==> config.mk <==
export PLATFORM = sky130hd
export DESIGN_NAME = dpfrc_ctrl
export DESIGN_NICKNAME = d
export VERILOG_FILES = /design/src/dpfrc_pkg.sv /design/src/dpfrc_ctrl.sv
export SDC_FILE = /design/constraint.sdc
export NUM_CORES = 1
export LEC_CHECK = 0
export BUFFER_PORTS_ARGS = -buffer_cell sky130_fd_sc_hd__buf_2
export CORE_AREA = 2 2 39 41
export CTS_BUF_LIST = sky130_fd_sc_hd__clkbuf_16
export CTS_CLUSTER_DIAMETER = 60
export DETAILED_ROUTE_END_ITERATION = 10
export DIE_AREA = 0 0 41 43
export PLACE_DENSITY = 0.43
export SETUP_SLACK_MARGIN = 0.3
export SLEW_MARGIN = 20
export SYNTH_ARGS = -nofsm -noshare
export SYNTH_HDL_FRONTEND = slang
export SYNTH_SLANG_ARGS = --single-unit
==> constraint.sdc <==
create_clock -name clk -period 2.1 [get_ports clk]
set_clock_uncertainty 0.1 [all_clocks]
set_input_delay 0.21 -clock clk [delete_from_list [all_inputs] [get_ports clk]]
set_output_delay 0.21 -clock clk [all_outputs]
set_load 0.005 [all_outputs]
==> src/dpfrc_pkg.sv <==
// Package with the constants, types and helper functions shared by the packet buffer modules.
package dpfrc_pkg;

    localparam int DEPTH   = 256;
    localparam int IDX_W   = $clog2(DEPTH);
    localparam int FILL_W  = IDX_W + 1;
    localparam int SRC_W   = 20;
    localparam int DST_W   = 20;
    localparam int TIME_W  = 30;
    localparam int CNT_W   = 9;
    localparam int LIMIT_W = 9;
    localparam int OP_W    = 2;

    localparam logic [CNT_W-1:0]  COUNT_MAX     = '1;
    localparam logic [IDX_W-1:0]  LAST_IDX      = IDX_W'(DEPTH - 1);
    localparam logic [LIMIT_W-1:0] LIMIT_RESET  = LIMIT_W'(256);

    typedef enum logic [OP_W-1:0] {
        OP_ADD     = 2'd0,
        OP_FORWARD = 2'd1,
        OP_COUNT   = 2'd2
    } op_t;

    typedef enum logic [1:0] {
        ST_IDLE,
        ST_START,
        ST_SCAN,
        ST_FINISH
    } state_t;

    typedef struct packed {
        logic [SRC_W-1:0]  source;
        logic [DST_W-1:0]  destination;
        logic [TIME_W-1:0] timestamp;
    } entry_t;

    typedef struct packed {
        logic load;
        logic start_scan;
        logic finish;
    } ctrl_cmd_t;

    typedef struct packed {
        logic scan_busy;
        logic out_free;
    } ctrl_sts_t;

    function automatic logic [IDX_W-1:0] next_idx(input logic [IDX_W-1:0] i);
        logic [IDX_W-1:0] r;
        if (i == LAST_IDX)
        begin
            r = '0;
        end
        else
        begin
            r = i + 1'b1;
        end
        return r;
    endfunction

endpackage

==> src/dpfrc_ctrl.sv <==
// Controller state machine that sequences load, scan and finish for each item.
module dpfrc_ctrl (
    input  logic                clk,
    input  logic                rst_n,
    input  logic                in_valid,
    output logic                in_stall,
    input  dpfrc_pkg::ctrl_sts_t sts,
    output dpfrc_pkg::ctrl_cmd_t cmd
);
    import dpfrc_pkg::*;

    state_t state_reg;
    state_t state_next;

    always_ff @(posedge clk or negedge rst_n)
    begin
        if (!rst_n)
        begin
            state_reg <= ST_IDLE;
        end
        else
        begin
            state_reg <= state_next;
        end
    end

    always_comb
    begin
        state_next = state_reg;
        cmd        = '0;
        in_stall   = 1'b1;
        case (state_reg)
            ST_IDLE:
            begin
                in_stall = 1'b0;
                if (in_valid)
                begin
                    cmd.load   = 1'b1;
                    state_next = ST_START;
                end
            end
            ST_START:
            begin
                cmd.start_scan = 1'b1;
                state_next     = ST_SCAN;
            end
            ST_SCAN:
            begin
                if (!sts.scan_busy)
                begin
                    state_next = ST_FINISH;
                end
            end
            ST_FINISH:
            begin
                if (sts.out_free)
                begin
                    cmd.finish = 1'b1;
                    state_next = ST_IDLE;
                end
            end
            default:
            begin
                state_next = ST_IDLE;
            end
        endcase
    end

endmodule

* Yosys cells after proc, flatten, opt, wreduce, memory -nomap -nowiden
Cells that the tools add are included.
** Storage, ports and cells
- Latch bits :: 0
- Memory bits (writable) :: 0
- ROM bits :: 0
- Memories kept :: 0
- Register bits :: 2
** Cells by class
- Reduce and logical (&&, ||, !) cells :: 2
- Eq/ne operators :: 6
- Shifts and indexed selects :: 0
- $lt $le $gt $ge :: 0
- Add/subtract/negate cells :: 0
- Bitwise operators :: 0
- Div/mod/pow operators :: 0
- $mul :: 0
- Multiplexer cells :: 10
** Operators by type and width (number)
- $pmux 2 s4 :: 1
- $mux 1 :: 6
- $mux 2 :: 3
- $ne 2x2->1 const B :: 3
- $eq 2x2->1 const B :: 2
- $reduce_and 3->1 :: 1
- $eq 2x1->1 const B :: 1
- $logic_not 2->1 :: 1

* Logic depth before layout (Yosys ltp)
- Depth in word-level cells :: 3
- Mapped depth :: 4

* Worst setup path before layout
Ideal clock, no wire load.
- Path kind :: register to register
- Start point :: register state_reg[0]
- End point :: register state_reg[1]
- Path slack :: 0.583 ns
- Arrival time :: 1.291 ns
- Stages on the path, launching flop included :: 5
- Data required time :: 1.875 ns
- Setup time :: 0.125 ns
- Cell sequence :: dfrtp_1 > ha_1 > nor2b_4 > a221o_2 > mux2_4
** On the way
- Cells in the longest elaborated chain, start to end :: 3
** Ends and longest elaborated chain
- start: declaration :: RTL line dpfrc_ctrl.sv:12 : state_t state_reg;
- start signal: assignment :: RTL line dpfrc_ctrl.sv:23 : state_reg <= state_next;
- $eq 2x2->1 / $logic_not 2->1 (equally long branches) :: RTL line dpfrc_ctrl.sv:32 : case (state_reg)
- $ne 2x2->1 (no source line)
- $reduce_and 3->1 (no source line)
Several ways; a longest one is shown, not always the timed one.
A chain may end at the register's enable or synchronous reset.

* Final worst setup path
Ends and elaborated chain as after synthesis.

==> summary by stage <==
Setup path
The critical path arrival is approximately 1600 ps. The worst setup path is captured at a register. The worst reg2reg path depth is 4.

The reg-to-reg critical path startpoint is state_reg[0]. The gate family responsible for the most delay along the worst path is compound AO/OA/AOI/OAI gates. The required time at the worst-slack endpoint is approximately 2100 ps. The largest single stage delay on the critical path is ~380 ps. The critical path crosses 4 cells after its start point. The worst path buffer plus inverter count is 1. The critical path is of the reg -> reg type. The slowest stage of the critical path is the a221o_2 cell. The kind of launch point of the worst setup path is a register. Across all register-to-register paths, the minimum setup slack is 500 ps. The endpoint identified for the worst register-to-register timing path is state_reg[1]. Along the worst path, the maximum fanout reaches 3.

Walking the worst path, the cells encountered are inv_1, ha_1, a221o_2, mux2_4.

Clock tree
The library cell used as clock root buffer is clkbuf_16. After clock tree synthesis, the clock-pin slew on the worst setup and hold paths is around 30 ps. The worst-skew pair later-pin latency is around 220 ps.

The longest clock path from root to sink contains 2 buffers. Counting every sink on the clock net gives 2. The TritonCTS clock tree is done. Counting the buffers created by CTS gives 3. The deepest level of the CTS H-tree is 1. Buffers added to address setup during post-CTS repair amount to 0.

Power and ir drop
The power density over cell area is between 1500 and 2000 nW/um2. IR analysis of the VDD net gives a maximum drop of around 0.68 mV. The design draws around 0.00057 W. In this run the static leakage power is roughly 0.17 nW.

STA
Measured against its own limit, the worst slew margin works out to 89.34%. The final number of setup-violating endpoints is 0. The transition time at the pin with the least slew margin is 158.7 ps. The final period demand of the worst path is ~1600 ps. Setup repair after global routing left no endpoint under its margin. The number of endpoints with negative hold slack in the final report was 0. The worst setup margin is 502.0 ps. Static timing analysis puts the maximum clock frequency at around 630 MHz.

Summed over all failing endpoints, the final setup total negative slack is 0 ps. The total count of max-transition violations in the final report is 0. The final critical-path share of the clock period is 76.09%.

Finish
In the final layout, the share of cells above drive strength 1 is approximately half. The antenna diode count is 0. The non-filler instance count after layout is 45.

Relative to the synthesized area, the layout overhead comes to 82.86%. The net count of the finished layout is 40. Summing all non-filler instances in the final layout gives an area of between 300 and 400 um2. The register with the most flip-flops in the layout has 2 of them.

Drt
In the routed layout, each cell is associated on average with a via count of 3.000. The count of TritonRoute iterations in the first routing pass is 1. Once detail routing completed, the nets flagged for antenna violations numbered 0. The total detailed-routing wirelength is roughly 360 um. After detailed routing, the average wire length per cell comes to 7.933 um.

The total number of vias is between 100 and 150. For this run, design rule violations remaining after detail routing come to 0. The detailed router finished its first iteration with 0 violations.

Synth
The cell accounting for the most synthesized area is dfrtp_1. The number of nets in the synthesized netlist is 26. The dominant synthesized flop cell is dfrtp_1. By count the netlist is led by ha_1 (4), inv_1 (4), dfrtp_1 (2). Counting flops and latches in the post-synthesis netlist gives 2. The netlist uses 10 different library cells. Sequential cells were found to cover 28.57% of the synthesized design area.

The count of flip-flops with a built-in enable after synthesis is 0. The area fraction of the dominant cell type after synthesis is between 20% and 30%. By area the synthesized netlist is led by dfrtp_1 (29%), ha_1 (29%), inv_1 (8.6%), mux2_4 (8.6%), nor2b_4 (7.9%). The average cell area after synthesis is 10.30 um2. The post-synthesis cell count is 17. The share of synthesized registers carrying an async set or reset is 100.0%. The synthesis warning total is 0. Summing every instance area after synthesis gives 175.2 um2.

Die
The floorplan step set the die width to ~41 um. The area of the core is roughly 1400 um2. The floorplan row count is 14. The I/O pin total is 9. The overall die height is 43 um. Once the floorplan was initialized, standard cells occupied 12.66% of the core. The area of the die is roughly 1800 um2.

GRT
The number of antenna violations at the first check in global routing is 0. The leftover overflow at the end of global routing is 0. The maximum number of pins on one net before global-route repair is 5. Global routing used under 10% of the available tracks. The first global-routing pass estimated approximately 530 um of wire. The number of global-route vias before repair was around 130.

Place
The post-placement setup slack is between 500 and 600 ps. Port buffering added 8 buffers. Summing all placed instances gives a cell area of approximately 240 um2.

Routability-driven placement finished with a final weighted congestion of 0.6692. The wire-length estimate of the detail-placed layout is 261.6 um. The cell total after placement is 41.

Status
The run finished with clean final reports.

Flow run
The max-cap violation count is 0.

Hold path
In this run the worst hold path is classified as in -> async.
-- stage by stage --
stage / utilization [%] / hold WS, ps
floorplan: - / -185.6
global placement: 17.00 / -103.2
detailed placement: 17.00 / -104.6
CTS: 23.15 / 195.2
global route: 23.15 / 240.8
finish: 23.15 / 198.9
-- kinds of logic after synthesis --
kind of cell / after synthesis / synth area share, %
DFF: 2 / 28.57
and+or+nand+nor: 4 / 16.42
AOI/OAI and AO/OA: 2 / 9.283
adders and majority gates: 4 / 28.57
muxes: 1 / 8.569
buffers and inverters: 4 / 8.569
-- worst reg2reg max path: stages (launching register included) --
cell and delay, ps:
dfrtp_1 370, inv_1 90, ha_1 230, a221o_2 380, mux2_4 300
-- worst max path at each step --
stage,to,start
floorplan,state_reg[1],state_reg[0]
global placement,state_reg[1],state_reg[0]
detailed placement,state_reg[1],state_reg[0]
CTS,state_reg[1],state_reg[0]
global route,state_reg[1],state_reg[0]
finish,state_reg[1],state_reg[0]
-- power breakdown --
group / switching (W) / leakage [nW] / internal, W
clock network: 0.0000424 / 0.0370 / 0.000242
logic: 0.0000879 / 0.111 / 0.000115
registers: 0.0000201 / 0.0237 / 0.0000611
-- cell type report --
class | instances | area, um2
sequential | 2 | 50.05
inverter | 4 | 15.01
timing repair buffer | 9 | 50.05
fill | 149 | 1064
tap | 16 | 20.02
multi-input combinational | 11 | 110.1
clock buffer | 3 | 75.07
-- cell usage in the layout (no fill, tap or decap) --
cell type,netlist,routed
ha_1,4,4
dlygate4sd3_1,0,1
inv_1,4,4
nor2b_4,1,1
nor2_1,1,1
buf_2,0,8
mux2_4,1,1
a21oi_1,1,1
and2_1,1,1
nor3_1,1,1
a221o_2,1,1
dfrtp_1,2,2
clkbuf_16,0,3
-- routing by layer --
layer	wire [um]	up-vias	track usage, %
met1	183	48	7.074
met2	128	9	4.375
li1	-	78	-
met5	0	-	0
met4	0	0	8.000
met3	46	0	1.571
-- timing repair --
item	in CTS	in global routing
endpoints found under the hold margin	2	0
hold buffers	1	0
gates resized for setup	0	0
(Power assumes the default switching activity.)
